`src/rtl/core/kms_pkg.sv`:
```
// ----------------------------------------------------------------------------
// kms_pkg: shared types and constants of the keyboard matrix scanner
// Item kinds, special key codes, column limits and register map.
// ----------------------------------------------------------------------------
package kms_pkg;

  localparam int unsigned KeyW   = 7;
  localparam int unsigned ColW   = 4;
  localparam int unsigned DipW   = 8;
  localparam int unsigned AddrW  = 3;
  localparam int unsigned DataW  = 32;

  typedef enum logic [1:0] {
    KindTick    = 2'd0,
    KindPress   = 2'd1,
    KindRelease = 2'd2
  } kind_e;

  // Special query/key codes
  localparam logic [KeyW-1:0] CodeShift = 7'd0;
  localparam logic [KeyW-1:0] CodeCtrl  = 7'd1;
  localparam logic [KeyW-1:0] CodeDipLo = 7'd2;
  localparam logic [KeyW-1:0] CodeDipHi = 7'd9;

  localparam logic [ColW-1:0] LastAnswerCol = 4'd9;
  localparam logic [ColW-1:0] LastModCol    = 4'd14;  // column modulus 15 minus one
  localparam logic [ColW-1:0] ColTop        = 4'd15;

  // Register map (byte addresses)
  localparam logic [AddrW-1:0] RegDipSwitches = 3'd0;

  typedef struct packed {
    logic            vld;
    logic [KeyW-1:0] code;
  } slot_t;

endpackage

```
`src/rtl/core/keyboard_matrix_scanner_unit.sv`:
```
// ----------------------------------------------------------------------------
// keyboard_matrix_scanner_unit: two-key rollover matrix keyboard scanner
// Tracks two held-key slots plus shift/ctrl flags, answers PA7 queries,
// latches LEDs and autoscan, and drives a per-tick column interrupt level.
// ----------------------------------------------------------------------------
// Result: registered, valid in the cycle after its input transfer.
// Throughput: one item per cycle; the single result register frees as it is
//   taken, so a new item is accepted whenever the result is empty or drains.
// Reset: asynchronous, active low; slots empty, flags and LEDs clear,
//   autoscan on, column 0, DIP switches 0, no result pending.
module keyboard_matrix_scanner_unit
  import kms_pkg::*;
(
  input  logic             clk_i,
  input  logic             rst_ni,
  // configuration port
  input  logic             psel,
  input  logic             penable,
  input  logic             pwrite,
  input  logic [AddrW-1:0] paddr,
  input  logic [DataW-1:0] pwdata,
  output logic [DataW-1:0] prdata,
  output logic             pready,
  // input channel
  input  logic             in_valid_i,
  output logic             in_ready_o,
  input  logic [1:0]       kind_i,
  input  logic [KeyW-1:0]  key_code_i,
  input  logic             autoscan_line_i,
  input  logic             data_written_i,
  input  logic [KeyW-1:0]  port_data_i,
  input  logic             caps_line_i,
  input  logic             shiftlock_line_i,
  // result channel
  output logic             out_valid_o,
  input  logic             out_ready_i,
  output logic             irq_asserted_o,
  output logic             answer_valid_o,
  output logic [DipW-1:0]  answer_byte_o,
  output logic [ColW-1:0]  column_now_o,
  output logic             caps_led_o,
  output logic             shiftlock_led_o
);

  // --------------------------------------------------------------------------
  // Configuration: DIP switch register, written on the APB access phase
  // --------------------------------------------------------------------------
  logic [DipW-1:0] dip_q;
  logic            cfg_wr;

  assign pready = 1'b1;
  assign cfg_wr = psel && penable && pwrite && pready;

  always_comb begin
    prdata = '0;
    if (paddr == RegDipSwitches) begin
      prdata = DataW'(dip_q);
    end
  end

  always_ff @(posedge clk_i or negedge rst_ni) begin
    if (!rst_ni) begin
      dip_q <= '0;
    end else if (cfg_wr && paddr == RegDipSwitches) begin
      dip_q <= pwdata[DipW-1:0];
    end
  end

  // --------------------------------------------------------------------------
  // Scanner state
  // --------------------------------------------------------------------------
  logic            autoscan_q, autoscan_d;
  logic [ColW-1:0] col_q, col_d;
  logic            caps_q, caps_d;
  logic            shl_q, shl_d;
  slot_t           k0_q, k0_d;   // first slot
  slot_t           k1_q, k1_d;   // second slot
  logic            shift_q, shift_d;
  logic            ctrl_q, ctrl_d;

  // result register
  logic            out_valid_q;
  logic            irq_q, irq_d;
  logic            ans_vld_q, ans_vld_d;
  logic [DipW-1:0] ans_q, ans_d;

  logic in_xfer;

  // Accept whenever the result register is empty or is being taken.
  assign in_ready_o = !out_valid_q || out_ready_i;
  assign in_xfer    = in_valid_i && in_ready_o;

  // --------------------------------------------------------------------------
  // Single-pass item logic
  // --------------------------------------------------------------------------
  logic            k0_hit, k1_hit;
  logic [ColW-1:0] col_ld;
  logic [2:0]      dip_sel;
  logic            query_set;

  always_comb begin
    autoscan_d = autoscan_q;
    col_d      = col_q;
    caps_d     = caps_q;
    shl_d      = shl_q;
    k0_d       = k0_q;
    k1_d       = k1_q;
    shift_d    = shift_q;
    ctrl_d     = ctrl_q;
    irq_d      = 1'b0;
    ans_vld_d  = 1'b0;
    ans_d      = '0;
    col_ld     = col_q;
    query_set  = 1'b0;

    k0_hit  = k0_q.vld && (k0_q.code == key_code_i);
    k1_hit  = k1_q.vld && (k1_q.code == key_code_i);
    dip_sel = 3'(CodeDipHi - port_data_i);  // DIP bit index for codes 2 to 9

    case (kind_i)
      KindTick: begin
        // latch active-low LED lines and autoscan enable
        caps_d     = !caps_line_i;
        shl_d      = !shiftlock_line_i;
        autoscan_d = autoscan_line_i;

        if (!autoscan_line_i && data_written_i) begin
          col_ld = port_data_i[ColW-1:0];
          if (col_ld <= LastAnswerCol) begin
            ans_vld_d = 1'b1;
            if (port_data_i >= CodeDipLo && port_data_i <= CodeDipHi) begin
              query_set = dip_q[dip_sel];
            end else if (port_data_i == CodeShift) begin
              query_set = shift_q;
            end else if (port_data_i == CodeCtrl) begin
              query_set = ctrl_q;
            end else begin
              query_set = (k0_q.vld && k0_q.code == port_data_i) ||
                          (k1_q.vld && k1_q.code == port_data_i);
            end
            ans_d = query_set ? {1'b1, port_data_i} : '0;
          end
        end

        // interrupt level: a held key lies in the current column
        irq_d = (k0_q.vld && k0_q.code[ColW-1:0] == col_ld) ||
                (k1_q.vld && k1_q.code[ColW-1:0] == col_ld);

        // advance modulo 15
        if (autoscan_line_i) begin
          if (col_ld == LastModCol) begin
            col_d = '0;
          end else if (col_ld == ColTop) begin
            col_d = ColW'(1);
          end else begin
            col_d = col_ld + ColW'(1);
          end
        end else begin
          col_d = col_ld;
        end
      end

      KindPress: begin
        if (key_code_i == CodeShift) begin
          shift_d = 1'b1;
        end else if (key_code_i == CodeCtrl) begin
          ctrl_d = 1'b1;
        end else if (!k0_hit && !k1_hit) begin
          if (!k0_q.vld) begin
            k0_d = '{vld: 1'b1, code: key_code_i};
          end else if (!k1_q.vld) begin
            k1_d = '{vld: 1'b1, code: key_code_i};
          end
        end
      end

      KindRelease: begin
        if (key_code_i == CodeShift) begin
          shift_d = 1'b0;
        end else if (key_code_i == CodeCtrl) begin
          ctrl_d = 1'b0;
        end else if (k0_hit) begin
          // free the first slot, pull the second one forward
          k0_d = k1_q;
          k1_d = '{vld: 1'b0, code: '0};
        end else if (k1_hit) begin
          k1_d = '{vld: 1'b0, code: '0};
        end
      end

      default: begin
        // unused kind: state holds, result is all zero
      end
    endcase
  end

  // --------------------------------------------------------------------------
  // State and result registers
  // --------------------------------------------------------------------------
  always_ff @(posedge clk_i or negedge rst_ni) begin
    if (!rst_ni) begin
      autoscan_q  <= 1'b1;
      col_q       <= '0;
      caps_q      <= 1'b0;
      shl_q       <= 1'b0;
      k0_q        <= '{vld: 1'b0, code: '0};
      k1_q        <= '{vld: 1'b0, code: '0};
      shift_q     <= 1'b0;
      ctrl_q      <= 1'b0;
      out_valid_q <= 1'b0;
    end else begin
      if (in_xfer) begin
        autoscan_q <= autoscan_d;
        col_q      <= col_d;
        caps_q     <= caps_d;
        shl_q      <= shl_d;
        k0_q       <= k0_d;
        k1_q       <= k1_d;
        shift_q    <= shift_d;
        ctrl_q     <= ctrl_d;
      end
      if (in_ready_o) begin
        out_valid_q <= in_valid_i;
      end
    end
  end

  // payload of the result register: loaded on each input transfer
  always_ff @(posedge clk_i) begin
    if (in_xfer) begin
      irq_q     <= irq_d;
      ans_vld_q <= ans_vld_d;
      ans_q     <= ans_d;
    end
  end

  // State changes only on input transfers, so these hold while stalled.
  assign out_valid_o     = out_valid_q;
  assign irq_asserted_o  = irq_q;
  assign answer_valid_o  = ans_vld_q;
  assign answer_byte_o   = ans_q;
  assign column_now_o    = col_q;
  assign caps_led_o      = caps_q;
  assign shiftlock_led_o = shl_q;

  // --------------------------------------------------------------------------
  // Assertions
  // --------------------------------------------------------------------------
  // The second slot is only occupied while the first one is.
  a_slot_order: assert property (@(posedge clk_i) disable iff (!rst_ni)
    k1_q.vld |-> k0_q.vld)
    else $error("second key slot held while first slot empty");

  // Two held slots never carry the same key.
  a_slot_unique: assert property (@(posedge clk_i) disable iff (!rst_ni)
    (k0_q.vld && k1_q.vld) |-> (k0_q.code != k1_q.code))
    else $error("same key held in both slots");

  // No answer driven means a zero answer byte.
  a_answer_zero: assert property (@(posedge clk_i) disable iff (!rst_ni)
    (out_valid_o && !answer_valid_o) |-> (answer_byte_o == '0))
    else $error("answer byte nonzero without an answer");

  // An autoscan tick never leaves the column at fifteen.
  a_col_wrap: assert property (@(posedge clk_i) disable iff (!rst_ni)
    (in_xfer && kind_i == KindTick && autoscan_line_i) |=> (col_q != ColTop))
    else $error("autoscan column outside modulo range");

endmodule

```
`config.mk`:
```
export PLATFORM = sky130hd
export DESIGN_NAME = keyboard_matrix_scanner_unit
export DESIGN_NICKNAME = d
export VERILOG_FILES = /design/src/rtl/core/kms_pkg.sv /design/src/rtl/core/keyboard_matrix_scanner_unit.sv
export SDC_FILE = /design/constraint.sdc
export NUM_CORES = 1
export LEC_CHECK = 0
export ABC_AREA = 1
export BUFFER_PORTS_ARGS = -buffer_cell sky130_fd_sc_hd__buf_2
export CAP_MARGIN = 30
export CORE_MARGIN = 1
export CORE_UTILIZATION = 30
export DETAILED_ROUTE_END_ITERATION = 8
export GPL_ROUTABILITY_DRIVEN = 0
export GPL_TIMING_DRIVEN = 0
export SYNTH_ARGS = -nofsm -noshare
export SYNTH_HDL_FRONTEND = slang
export SYNTH_SLANG_ARGS = --single-unit
```
`constraint.sdc`:
```
create_clock -name clk_i -period 1.85 [get_ports clk_i]
set_input_delay 0.0925 -clock clk_i [delete_from_list [all_inputs] [get_ports clk_i]]
set_output_delay 0.0925 -clock clk_i [all_outputs]
set_load 0.01 [all_outputs]
```
Yosys cells after proc, flatten, opt, wreduce, memory -nomap -nowiden --
Index checks and enable logic that the tools add are counted.
Word-level totals: bits in registers 43, input bits 62
Operators by class: add/sub/neg operators 2, magnitude comparators 4, equality and inequality tests 26, multiplexer cells 42, reduce and logical (&&, ||, !) cells 37
Operator list (count):
- $mux W8 | 16
- $pmux W8 S2 | 2
- $eq A7 B7 Y1 | 4
- $ne A2 B2 Y1 const B | 13
- $mux W4 | 5
- $reduce_and A9 Y1 | 2
- $eq A7 B1 Y1 const B | 2
- $logic_not A7 Y1 | 2
- $mux W1 | 14
- $mux W7 | 2
- $logic_and A1 B1 Y1 | 13
- $reduce_and A10 Y1 | 1
- $eq A4 B4 Y1 | 2
- $eq A4 B4 Y1 const B | 2
- $reduce_and A4 Y1 | 2
- $reduce_and A8 Y1 | 1
- $ge A7 B2 Y1 const B | 1
- $le A7 B4 Y1 const B | 1
- $logic_not A1 Y1 | 6
- $reduce_and A6 Y1 | 1
- $add A4 B1 Y4 const B | 1
- $le A4 B4 Y1 const B | 1
- $lt A3 B4 Y1 const B | 1
- $pmux W1 S2 | 2
- other kinds (11) | 14

Logic depth before layout (Yosys ltp) --
Gate-level depths: netlist of the first run.
depth in word-level cells 10, mapped depth 13

Worst setup path before layout of the first run --
No wires, ideal clock.
path kind flip-flop to flip-flop, start point register out_valid_q (netlist: out_valid_o), end point register k0_q[6] in the netlist's numbering, setup time 121 ps, arrival time 1554 ps, slack 175 ps, stages on the path, launching flop included 12, cells stage by stage dfrtp_1 nand2_2 nand2_2 inv_2 nand2_2 a21oi_1 nand2_1 a21oi_4 nand3_4 buf_8 nand2_1 o21ai_2
Between the ends: longest elaborated chain between the ends 4
Ends and longest elaborated chain:
- from (decl) | RTL line keyboard_matrix_scanner_unit.sv:82 | logic out_valid_q;
- from (signal assigned) | RTL line keyboard_matrix_scanner_unit.sv:223 | out_valid_q <= in_valid_i;
- $logic_not A1 Y1 | RTL line keyboard_matrix_scanner_unit.sv:90 | assign in_ready_o = !out_valid_q || out_ready_i;
- $logic_or A1 B1 Y1 | RTL line keyboard_matrix_scanner_unit.sv:90
- net in_ready_o | RTL line keyboard_matrix_scanner_unit.sv:26 | output logic in_ready_o,
- $logic_and A1 B1 Y1 | RTL line keyboard_matrix_scanner_unit.sv:91 | assign in_xfer = in_valid_i && in_ready_o;
- net in_xfer | RTL line keyboard_matrix_scanner_unit.sv:87 | logic in_xfer;
- $reduce_and A9 Y1 (no source line)
- to (signal assigned) | RTL line keyboard_matrix_scanner_unit.sv:206 | k0_q <= '{vld: 1'b0, code: '0};
- to (signal assigned) | RTL line keyboard_matrix_scanner_unit.sv:217 | k0_q <= k0_d;
- to (decl) | RTL line keyboard_matrix_scanner_unit.sv:76 | slot_t k0_q, k0_d;
The timed path passes the listed nets, and every way through them passes these cells. A chain may end at the register's enable or synchronous reset.

Worst setup path after layout of the first run --
start point register k0_q[3] in the netlist's numbering, end point register k1_q[5] in the netlist's numbering
Between the ends: longest elaborated chain between the ends 6, elaborated cells between the ends (all ways) 11, those cells by class 3 x eq/ne; 4 x mux; 4 x reduce/logical
Ends and longest elaborated chain:
- $eq A7 B7 Y1 (*) | RTL line keyboard_matrix_scanner_unit.sv:116 | k0_hit = k0_q.vld && (k0_q.code == key_code_i);
- $logic_and A1 B1 Y1 (*) | RTL line keyboard_matrix_scanner_unit.sv:116
- $mux W8 / $logic_not A1 Y1 (equally long branches) | RTL line keyboard_matrix_scanner_unit.sv:182, keyboard_matrix_scanner_unit.sv:168
- $mux W8 / $logic_and A1 B1 Y1 (equally long branches) | RTL line keyboard_matrix_scanner_unit.sv:180, keyboard_matrix_scanner_unit.sv:168
- $mux W8 / $ne A2 B2 Y1 (equally long branches)
- $pmux W8 S2 / $reduce_and A10 Y1 (equally long branches)
- to (signal assigned) | RTL line keyboard_matrix_scanner_unit.sv:207 | k1_q <= '{vld: 1'b0, code: '0};
- to (signal assigned) | RTL line keyboard_matrix_scanner_unit.sv:218 | k1_q <= k1_d;
- to (decl) | RTL line keyboard_matrix_scanner_unit.sv:77 | slot_t k1_q, k1_d;
Every way passes the cells marked *; elsewhere a longest branch is shown, timed or not. The select of a mux whose other input is x is not followed.

==> results.json, run 1 <==
{
  "status": "finished, final reports clean",
  "drt_wl_total_microns": 8260,
  "pre_cts_ws_ns": -0.0336,
  "tritoncts": "yes",
  "multiInputGateArea_sq_um": 1740,
  "crit_type": "flip-flop to flip-flop",
  "ys_ff_latch": 43,
  "worst_clock_skew_ns": 0.00944,
  "portBuffers": 62,
  "drive_gt1_frac": 0.271,
  "drtIter0Drc": 163,
  "synth.most_common_cell": "nand2_1",
  "setup.worst_path.end_class": "flip-flop",
  "layout_min_cycle_time_ns": 1.72,
  "synthFlopType": "dfrtp_1",
  "min_from": "pwdata[7]",
  "vias": 3174,
  "post-place-cells": 678,
  "synthAdderAreaFrac": 0.0308,
  "num_antenna_cells": 0,
  "antenna_left": 0,
  "syn2layout_area_growth_pct": 23.7,
  "post_drt_via_cell_ratio": 4.55,
  "rrSetupSlack_ns": 0.13,
  "hold_path.class": "input pin to flip-flop",
  "register_area_sq_um": 1130,
  "netlist-cell-type-count": 44,
  "fillers": 1133,
  "design.die.area_sq_um": 11300,
  "htree_levels": 2,
  "synth_enable_flop_cells": 10,
  "power_mw": 3.25,
  "synth.area.top_cells": "dfrtp_1 (25%), nand2_1 (15%), edfxtp_1 (9.2%), inv_1 (6.2%), buf_4 (6.0%)",
  "finalNonFillerCells": 697,
  "netlist.area_leader.share": 0.254,
  "max_cap_violations": 0,
  "synth_cells": 457,
  "final-max-slew-violation-count": 0,
  "clk_pin_slew_ns": 0.09,
  "yosysWarningCount": 0,
  "synthArstFlopShare": 0.767,
  "antenna_found_initial": 0,
  "grt_pass1_vias": 2991,
  "yosysTopAreaCell": "dfrtp_1",
  "tightest_slew_ns": 0.778,
  "drc": 0,
  "cp_max_fo": 8,
  "arrival_ns": 1.96,
  "avgSynthCellArea_sq_um": 7.12,
  "ys_top_cells_by_count": "nand2_1 (132), inv_1 (54), nor2_1 (41), dfrtp_1 (33), buf_4 (26)",
  "rsz0062_at_grt": "false",
  "fin_nets": 630,
  "synthMuxAreaShare": 0,
  "r2r_start": "k0_q[3]$_DFFE_PN0P_",
  "peakVddDrop_v": 0.000298,
  "core_area_sq_um": 10400,
  "ys_seq_area_frac": 0.346,
  "stdcell_area_sq_um": 4020,
  "die_height_microns": 106,
  "post-route-period-util": 0.931,
  "cp-start-kind": "flip-flop",
  "synth_compound_area_frac": 0.151,
  "grt_max_degree": 34,
  "syn-cell-area_sq_um": 3250,
  "dp_hpwl_microns": 6540,
  "num_io_pins": 113,
  "synth-simple-area-share": 0.306,
  "synth_xor_area_frac": 0.0189,
  "num_rows": 37,
  "clk_latency_ns": 0.30,
  "p_per_area_nw_per_um2": 808,
  "cts_buffers": 5,
  "initial_core_util": 0.312,
  "power_leakage_nw": 2.13,
  "setup_ws_ns": 0.128,
  "placed_area_sq_um": 3820,
  "cts-root-to-sink-buffers": 2,
  "firstDrtPassIters": 4,
  "max_freq_ghz": 0.581,
  "final_hold_viol_count": 0,
  "crit_start": "k0_q[3]$_DFFE_PN0P_",
  "cts_num_sinks": 43,
  "die_x_microns": 106,
  "grt_pass1_wl_microns": 14000,
  "slew_headroom": 0.481,
  "required_ns": 2.09,
  "cts_root_buf": "clkbuf_8",
  "synth_top_family_by_area": "simple AND/OR/NAND/NOR gates",
  "setup_viol": 0,
  "gr-total-overflow": 0,
  "grtUsageTotal": 0.155,
  "post_drt_wl_per_cell_microns": 11.9
}
==> sequential cells by signal, indices dropped and copies added, names as in the netlist <==
name / cells
answer_byte_o: 8
dip_q: 8
k0_q: 8
k1_q: 8
column_now_o: 4
answer_valid_o: 1
caps_led_o: 1
ctrl_q: 1
irq_asserted_o: 1
out_valid_o: 1
shift_q: 1
shiftlock_led_o: 1
==> metal layers <==
layer  wire [microns]  GRT usage  part of all wire  up-vias
met2             4020      0.272              0.49       83
li1                 -          -                 -     1608
met5                0          0                 0        -
met3              433     0.0202             0.052       13
met4              129     0.0407             0.016        0
met1             3670      0.198              0.44     1470
==> area by class of cell <==
| cell class | instances | area share |
|---|---|---|
| buffer | 31 | 0.0569 |
| clock buffer | 5 | 0.0171 |
| timing repair buffer | 73 | 0.101 |
| clock inverter | 3 | 0.00622 |
| tap | 136 | 0.0423 |
| inverter | 65 | 0.0619 |
| sequential | 43 | 0.281 |
| multi-input combinational | 341 | 0.433 |
==> cells by family after synthesis <==
group	Yosys count
compound gates	78
fa+ha+maj	8
flops	43
simple gates	223
xor+xnor	7
other cells	2
buf+inv	96
==> placed cells by master, fill, tap and decap left out, types with 2 or more instances in the layout <==
cell and count:
a21oi_1 25, a22oi_1 2, buf_2 65, buf_4 31, clkbuf_8 5, clkinv_1 3, clkinv_4 3, conb_1 25
dfrtp_1 31, dfrtp_2 2, dlygate4sd3_1 6, edfxtp_1 10, ha_1 8, inv_1 53, inv_2 8, nand2_1 132
nand2_2 7, nand2_4 3, nand3_1 18, nand3_4 2, nand4_1 7, nor2_1 41, nor2_2 4, nor3_2 2
o21ai_0 21, o21ai_2 11, o21bai_1 8, or2_2 2, xnor2_1 6
==> report_power, final <==
group          switching [mW]  internal, mW
sequential              0.228          1.17
clock                   0.359         0.270
combinational           0.716         0.504
==> stage by stage <==
step / hold WS [ns] / util / setup TNS, ns
floorplan: -0.203 / - / 0
global placement: 0.230 / 0.367 / 0
detailed placement: 0.234 / 0.367 / -0.209
CTS: 0.00132 / 0.381 / 0
global route: 0.0134 / 0.386 / 0
finish: 0.00229 / 0.386 / 0
==> worst max-delay path: stages, from the launching register on <==
cell     delay (ns)
dfrtp_1        0.48
xnor2_1        0.22
nand2_1        0.08
nor2_2         0.15
nand2_4        0.10
nand3_2        0.10
nand3_4        0.14
nor2_4         0.24
nand2_1        0.08
nand2_1        0.07
==> final timing paths <==
check | endpoint | cells after the start
setup / recovery | k1_q[5]$_DFFE_PN0P_ | 9
hold / removal | dip_q[7]$_DFFE_PN0P_ | 3
setup reg to reg | k1_q[5]$_DFFE_PN0P_ | 9
hold reg to reg | caps_led_o$_DFFE_PN0P_ | 2
max in group asynchronous | k1_q[1]$_DFFE_PN0P_ | 2
min in group asynchronous | dip_q[3]$_DFFE_PN0P_ | 2
==> what timing repair did <==
| action | 4_1_cts | 5_1_grt |
|---|---|---|
| hold buffers | 6 | 0 |
| resized for setup | 0 | 8 |
| setup buffers | 0 | 5 |
| endpoints found under the hold margin | 38 | 0 |
| endpoints found under the setup margin | 0 | 17 |
(Power assumes the default switching activity.)
==> run 2, diff against run 1 <==
--- a/config.mk
+++ b/config.mk
@@ -9,10 +9,12 @@
 export BUFFER_PORTS_ARGS = -buffer_cell sky130_fd_sc_hd__buf_2
 export CAP_MARGIN = 30
 export CORE_MARGIN = 1
-export CORE_UTILIZATION = 30
+export CORE_UTILIZATION = 51
 export DETAILED_ROUTE_END_ITERATION = 8
 export GPL_ROUTABILITY_DRIVEN = 0
 export GPL_TIMING_DRIVEN = 0
+export PLACE_DENSITY = 0.81
+export REMOVE_ABC_BUFFERS = 1
 export SYNTH_ARGS = -nofsm -noshare
 export SYNTH_HDL_FRONTEND = slang
 export SYNTH_SLANG_ARGS = --single-unit
==> results.json, run 2 (synthesis results as in run 1) <==
{
  "status": "finished, violations left",
  "failed_checks": "negative hold slack",
  "num_io_pins": 113,
  "cp_top_family": "simple AND/OR/NAND/NOR gates",
  "final_hold_viol_count": 1,
  "post-place-cells": 587,
  "antenna_found_initial": 0,
  "vias": 3110,
  "cts_num_sinks": 43,
  "clk_latency_ns": 0.30,
  "grt_pass1_vias": 2763,
  "postCtsSetupRepairBufs": 0,
  "max_freq_ghz": 0.573,
  "firstDrtPassIters": 5,
  "tightest_slew_ns": 0.864,
  "hold_path.class": "input pin to flip-flop",
  "cp_max_fo": 8,
  "holdWs_ns": -0.00148,
  "grtUsageTotal": 0.244,
  "dp_hpwl_microns": 5860,
  "fin_nets": 596,
  "core_area_sq_um": 6030,
  "finalNonFillerCells": 602,
  "post_drt_via_cell_ratio": 5.17,
  "drive_gt1_frac": 0.220,
  "worst_clock_skew_ns": 0.00522,
  "die_x_microns": 81.9,
  "cp-start-kind": "flip-flop",
  "post_drt_wl_per_cell_microns": 13.1,
  "worst_path_most_repeated_cell": "nand2_1",
  "max_stage_delay_ns": 0.48,
  "slew_headroom": 0.424,
  "post-route-period-util": 0.943,
  "grt_max_degree": 34,
  "placed_area_sq_um": 3520,
  "final_common_cell": "nand2_1",
  "setup.worst_path.end_class": "flip-flop",
  "antenna_left": 0,
  "peakVddDrop_v": 0.000422,
  "cts-root-to-sink-buffers": 2,
  "num_antenna_cells": 0,
  "num_rows": 28,
  "drt_wl_total_microns": 7880,
  "final_core_util": 0.617,
  "syn2layout_area_growth_pct": 14.3,
  "htree_levels": 2,
  "cts_root_buf": "clkbuf_8",
  "portBuffers": 63,
  "required_ns": 2.09,
  "grt_pass1_wl_microns": 12400,
  "cp_cell_sequence": "xnor2_1 -> nand2_1 -> nor2_1 -> nand2_1 -> nand3_2 -> nand3_4 -> nor2_4 -> nand2_1 -> nand2_1",
  "power_leakage_nw": 1.97,
  "gr-total-overflow": 0,
  "p_per_area_nw_per_um2": 895,
  "fillers": 538,
  "design.die.area_sq_um": 6700,
  "cts_buffers": 5,
  "tritoncts": "yes",
  "stdcell_area_sq_um": 3720,
  "setup_viol": 0,
  "max_cap_violations": 0,
  "clk_pin_slew_ns": 0.09,
  "rsz0062_at_grt": "false",
  "layout_min_cycle_time_ns": 1.74,
  "crit_type": "flip-flop to flip-flop",
  "drtIter0Drc": 208,
  "initial_core_util": 0.540,
  "die_height_microns": 81.9,
  "critPathSlowestCell": "dfrtp_1",
  "drc": 0,
  "crit_buf_inv": 0,
  "arrival_ns": 1.99,
  "mostFrequentLayoutCells": "nand2_1 (132), buf_2 (63), inv_1 (54)",
  "final-max-slew-violation-count": 0
}
## run 2: changes by cell type in the layout (fill, tap and decap cells not counted), moves of 2 or more
cell / change
buf_2: -2
clkinv_4: -2
dfrtp_1: +2
buf_4: -31
dfrtp_2: -2
## run 2: area by class of cell
cell class,instances,area (sq um),share of cell area
Tap cell,75,93.8,0.0252
Clock inverter,3,43.8,0.0118
Clock buffer,5,68.8,0.0185
Sequential cell,43,1130,0.303
Timing Repair Buffer,69,375,0.101
Inverter,65,249,0.0670
Multi-Input combinational cell,342,1760,0.474
## run 2: report_power, final
group / switching, mW / total, mW / internal, mW
clock network: 0.350 / 0.753 / 0.403
registers: 0.227 / 1.40 / 1.17
logic: 0.721 / 1.18 / 0.454
## run 2: final timing paths
check / startpoint / to / slack (ns) / cells after the start
worst min-delay path: pwdata[2] / dip_q[2]$_DFFE_PN0P_ / -0.001 / 3
worst max-delay path: k1_q[3]$_DFFE_PN0P_ / k1_q[5]$_DFFE_PN0P_ / 0.11 / 9
max in group asynchronous: rst_ni / dip_q[7]$_DFFE_PN0P_ / 0.92 / 2
min in group asynchronous: rst_ni / k0_q[4]$_DFFE_PN0P_ / 0.43 / 2
worst min register to register: shiftlock_led_o$_DFFE_PN0P_ / shiftlock_led_o$_DFFE_PN0P_ / 0.50 / 2
worst max register to register: k1_q[3]$_DFFE_PN0P_ / k1_q[5]$_DFFE_PN0P_ / 0.11 / 9
## run 2: per-stage QoR
stage	TNS, ns	setup slack [ns]	total power, mW
after global placement	-0.589	-0.0582	2.50
final	0	0.105	3.33
after CTS	0	0.0330	3.30
after detailed placement	-1.37	-0.113	2.55
after floorplan	0	0.198	2.18
after global routing	0	0.00475	3.57
## run 2: timing repair
action                                  in CTS  in global routing
gates resized for setup                      0                  5
hold buffers                                 5                  1
endpoints found under the setup margin       0                 17
hold endpoints to repair                    37                  1
## run 2: layer usage
layer | wire length, microns | part of all wire | global-route usage
met5 | 0 | 0 | 0
met1 | 3360 | 0.43 | 0.317
met3 | 672 | 0.085 | 0.0511
met2 | 3690 | 0.47 | 0.393
met4 | 167 | 0.021 | 0.0982
## run 2: worst min-delay path: cells and delay by family
family,cells,cell delay (ns)
compound gates,1,0.06
simple gates,1,0.04
buf+inv,1,0.08
==> run 3, diff against run 2 <==
--- a/config.mk
+++ b/config.mk
@@ -7,13 +7,13 @@
 export LEC_CHECK = 0
 export ABC_AREA = 1
 export BUFFER_PORTS_ARGS = -buffer_cell sky130_fd_sc_hd__buf_2
-export CAP_MARGIN = 30
+export CAP_MARGIN = 10
 export CORE_MARGIN = 1
 export CORE_UTILIZATION = 51
 export DETAILED_ROUTE_END_ITERATION = 8
 export GPL_ROUTABILITY_DRIVEN = 0
 export GPL_TIMING_DRIVEN = 0
-export PLACE_DENSITY = 0.81
+export PLACE_DENSITY_LB_ADDON = 0.1
 export REMOVE_ABC_BUFFERS = 1
 export SYNTH_ARGS = -nofsm -noshare
 export SYNTH_HDL_FRONTEND = slang
==> results.json, run 3 (synthesis results as in run 1) <==
{
  "antenna_found_initial": 0,
  "required_ns": 2.10,
  "clk_latency_ns": 0.31,
  "core_area_sq_um": 6030,
  "cts_buffers": 5,
  "firstDrtPassIters": 7,
  "fin_nets": 611,
  "fillers": 562,
  "post-route-period-util": 0.948,
  "post_drt_wl_per_cell_microns": 13.6,
  "gr-total-overflow": 0,
  "post_drt_via_cell_ratio": 5.09,
  "arrival_ns": 2.00,
  "tritoncts": "yes",
  "status": "finished, final reports clean",
  "dp_hpwl_microns": 5930,
  "grt_pass1_vias": 2747,
  "hold_path.class": "input pin to flip-flop",
  "pre_cts_ws_ns": -0.122,
  "peakVddDrop_v": 0.000431,
  "setup_tns_ns": 0,
  "cts-root-to-sink-buffers": 2,
  "initial_core_util": 0.540,
  "htree_levels": 2,
  "holdWs_ns": 0.00363,
  "final_core_util": 0.637,
  "finalNonFillerCells": 617,
  "drtIter0Drc": 232,
  "max_cap_violations": 0,
  "p_per_area_nw_per_um2": 852,
  "max_freq_ghz": 0.570,
  "layout_min_cycle_time_ns": 1.75,
  "setup_viol": 0,
  "cp-start-kind": "flip-flop",
  "register_area_sq_um": 1130,
  "cp_max_fo": 7,
  "final_common_cell": "nand2_1",
  "grt_pass1_wl_microns": 12700,
  "final-max-slew-violation-count": 0,
  "tightest_slew_ns": 0.781,
  "final_hold_viol_count": 0,
  "power_leakage_nw": 2.02,
  "power_mw": 3.27,
  "r2r-end": "k1_q[6]$_DFFE_PN0P_",
  "worst_clock_skew_ns": 0.00622,
  "drt_wl_total_microns": 8400,
  "setup_ws_ns": 0.0971,
  "rrSetupSlack_ns": 0.1,
  "die_height_microns": 81.9,
  "stdcell_area_sq_um": 3840,
  "slew_headroom": 0.480,
  "portBuffers": 63,
  "drive_gt1_frac": 0.245,
  "die_x_microns": 81.9,
  "crit_type": "flip-flop to flip-flop",
  "placed_area_sq_um": 3520,
  "grt_max_degree": 34,
  "whs_endpoint": "dip_q[5]$_DFFE_PN0P_",
  "antenna_left": 0,
  "design.die.area_sq_um": 6700,
  "cts_root_buf": "clkbuf_8",
  "mostFrequentLayoutCells": "nand2_1 (132), buf_2 (63), inv_1 (54)",
  "clk_pin_slew_ns": 0.09,
  "rr_worst_depth": 10,
  "min_from": "pwdata[5]",
  "num_rows": 28,
  "setup.worst_path.end_class": "flip-flop",
  "multiInputGateArea_sq_um": 1760,
  "min_path_cells": 3,
  "syn2layout_area_growth_pct": 18.0,
  "num_io_pins": 113,
  "post-place-cells": 587,
  "vias": 3141,
  "grtUsageTotal": 0.251,
  "cts_num_sinks": 43,
  "drc": 0,
  "r2r_start": "k0_q[7]$_DFFE_PN0P_",
  "num_antenna_cells": 0
}
==> run 3: worst max-delay path by stage <==
stage	cells after the start	start	endpoint	slack, ns
global route	10	k0_q[7]$_DFFE_PN0P_	k1_q[0]$_DFFE_PN0P_	-0.02
CTS	11	out_valid_o$_DFFE_PN0N_	k1_q[6]$_DFFE_PN0P_	0.006
detailed placement	10	kind_i[0]	k1_q[6]$_DFFE_PN0P_	-0.12
finish	10	k0_q[7]$_DFFE_PN0P_	k1_q[6]$_DFFE_PN0P_	0.1
global placement	9	kind_i[0]	k0_q[4]$_DFFE_PN0P_	-0.08
floorplan	10	out_valid_o$_DFFE_PN0N_	k0_q[4]$_DFFE_PN0P_	0.20
==> run 3: per-layer routing <==
| layer | global-route usage | up-vias | share of wire |
|---|---|---|---|
| li1 | - | 1571 | - |
| met4 | 0.0632 | 0 | 0.015 |
| met1 | 0.331 | 1417 | 0.45 |
| met3 | 0.0411 | 13 | 0.070 |
| met2 | 0.425 | 140 | 0.47 |
| met5 | 0 | - | 0 |
==> run 3: critical path, cell delays in order (launching register included) <==
cell	delay (ns)
dfrtp_1	0.46
inv_1	0.13
a21oi_2	0.13
nand2_1	0.08
nor2_2	0.15
nand2_4	0.09
nand3_2	0.10
nand3_4	0.14
nor2_4	0.26
nand2_1	0.09
nand2_1	0.08
==> run 3: final cells by class <==
cell class | count | share of cell area
multi-input combinational | 342 | 0.459
inverter | 65 | 0.0649
clock inverter | 3 | 0.00619
tap | 75 | 0.0245
clock buffer | 5 | 0.0179
sequential | 43 | 0.295
timing repair buffer | 84 | 0.132
==> run 3: what timing repair did <==
item                                    CTS  global route
endpoints found under the hold margin    41             0
hold buffers                              9             0
gates resized for setup                   0            11
buffers inserted                          0            12
endpoints found under the setup margin    0            16
==> run 3: power breakdown <==
part | leakage (nW) | internal, mW | switching, mW | total (mW)
registers | 0.485 | 1.18 | 0.221 | 1.40
clock network | 0.0408 | 0.271 | 0.371 | 0.641
logic | 1.49 | 0.493 | 0.736 | 1.23
total | 2.02 | 1.94 | 1.33 | 3.27
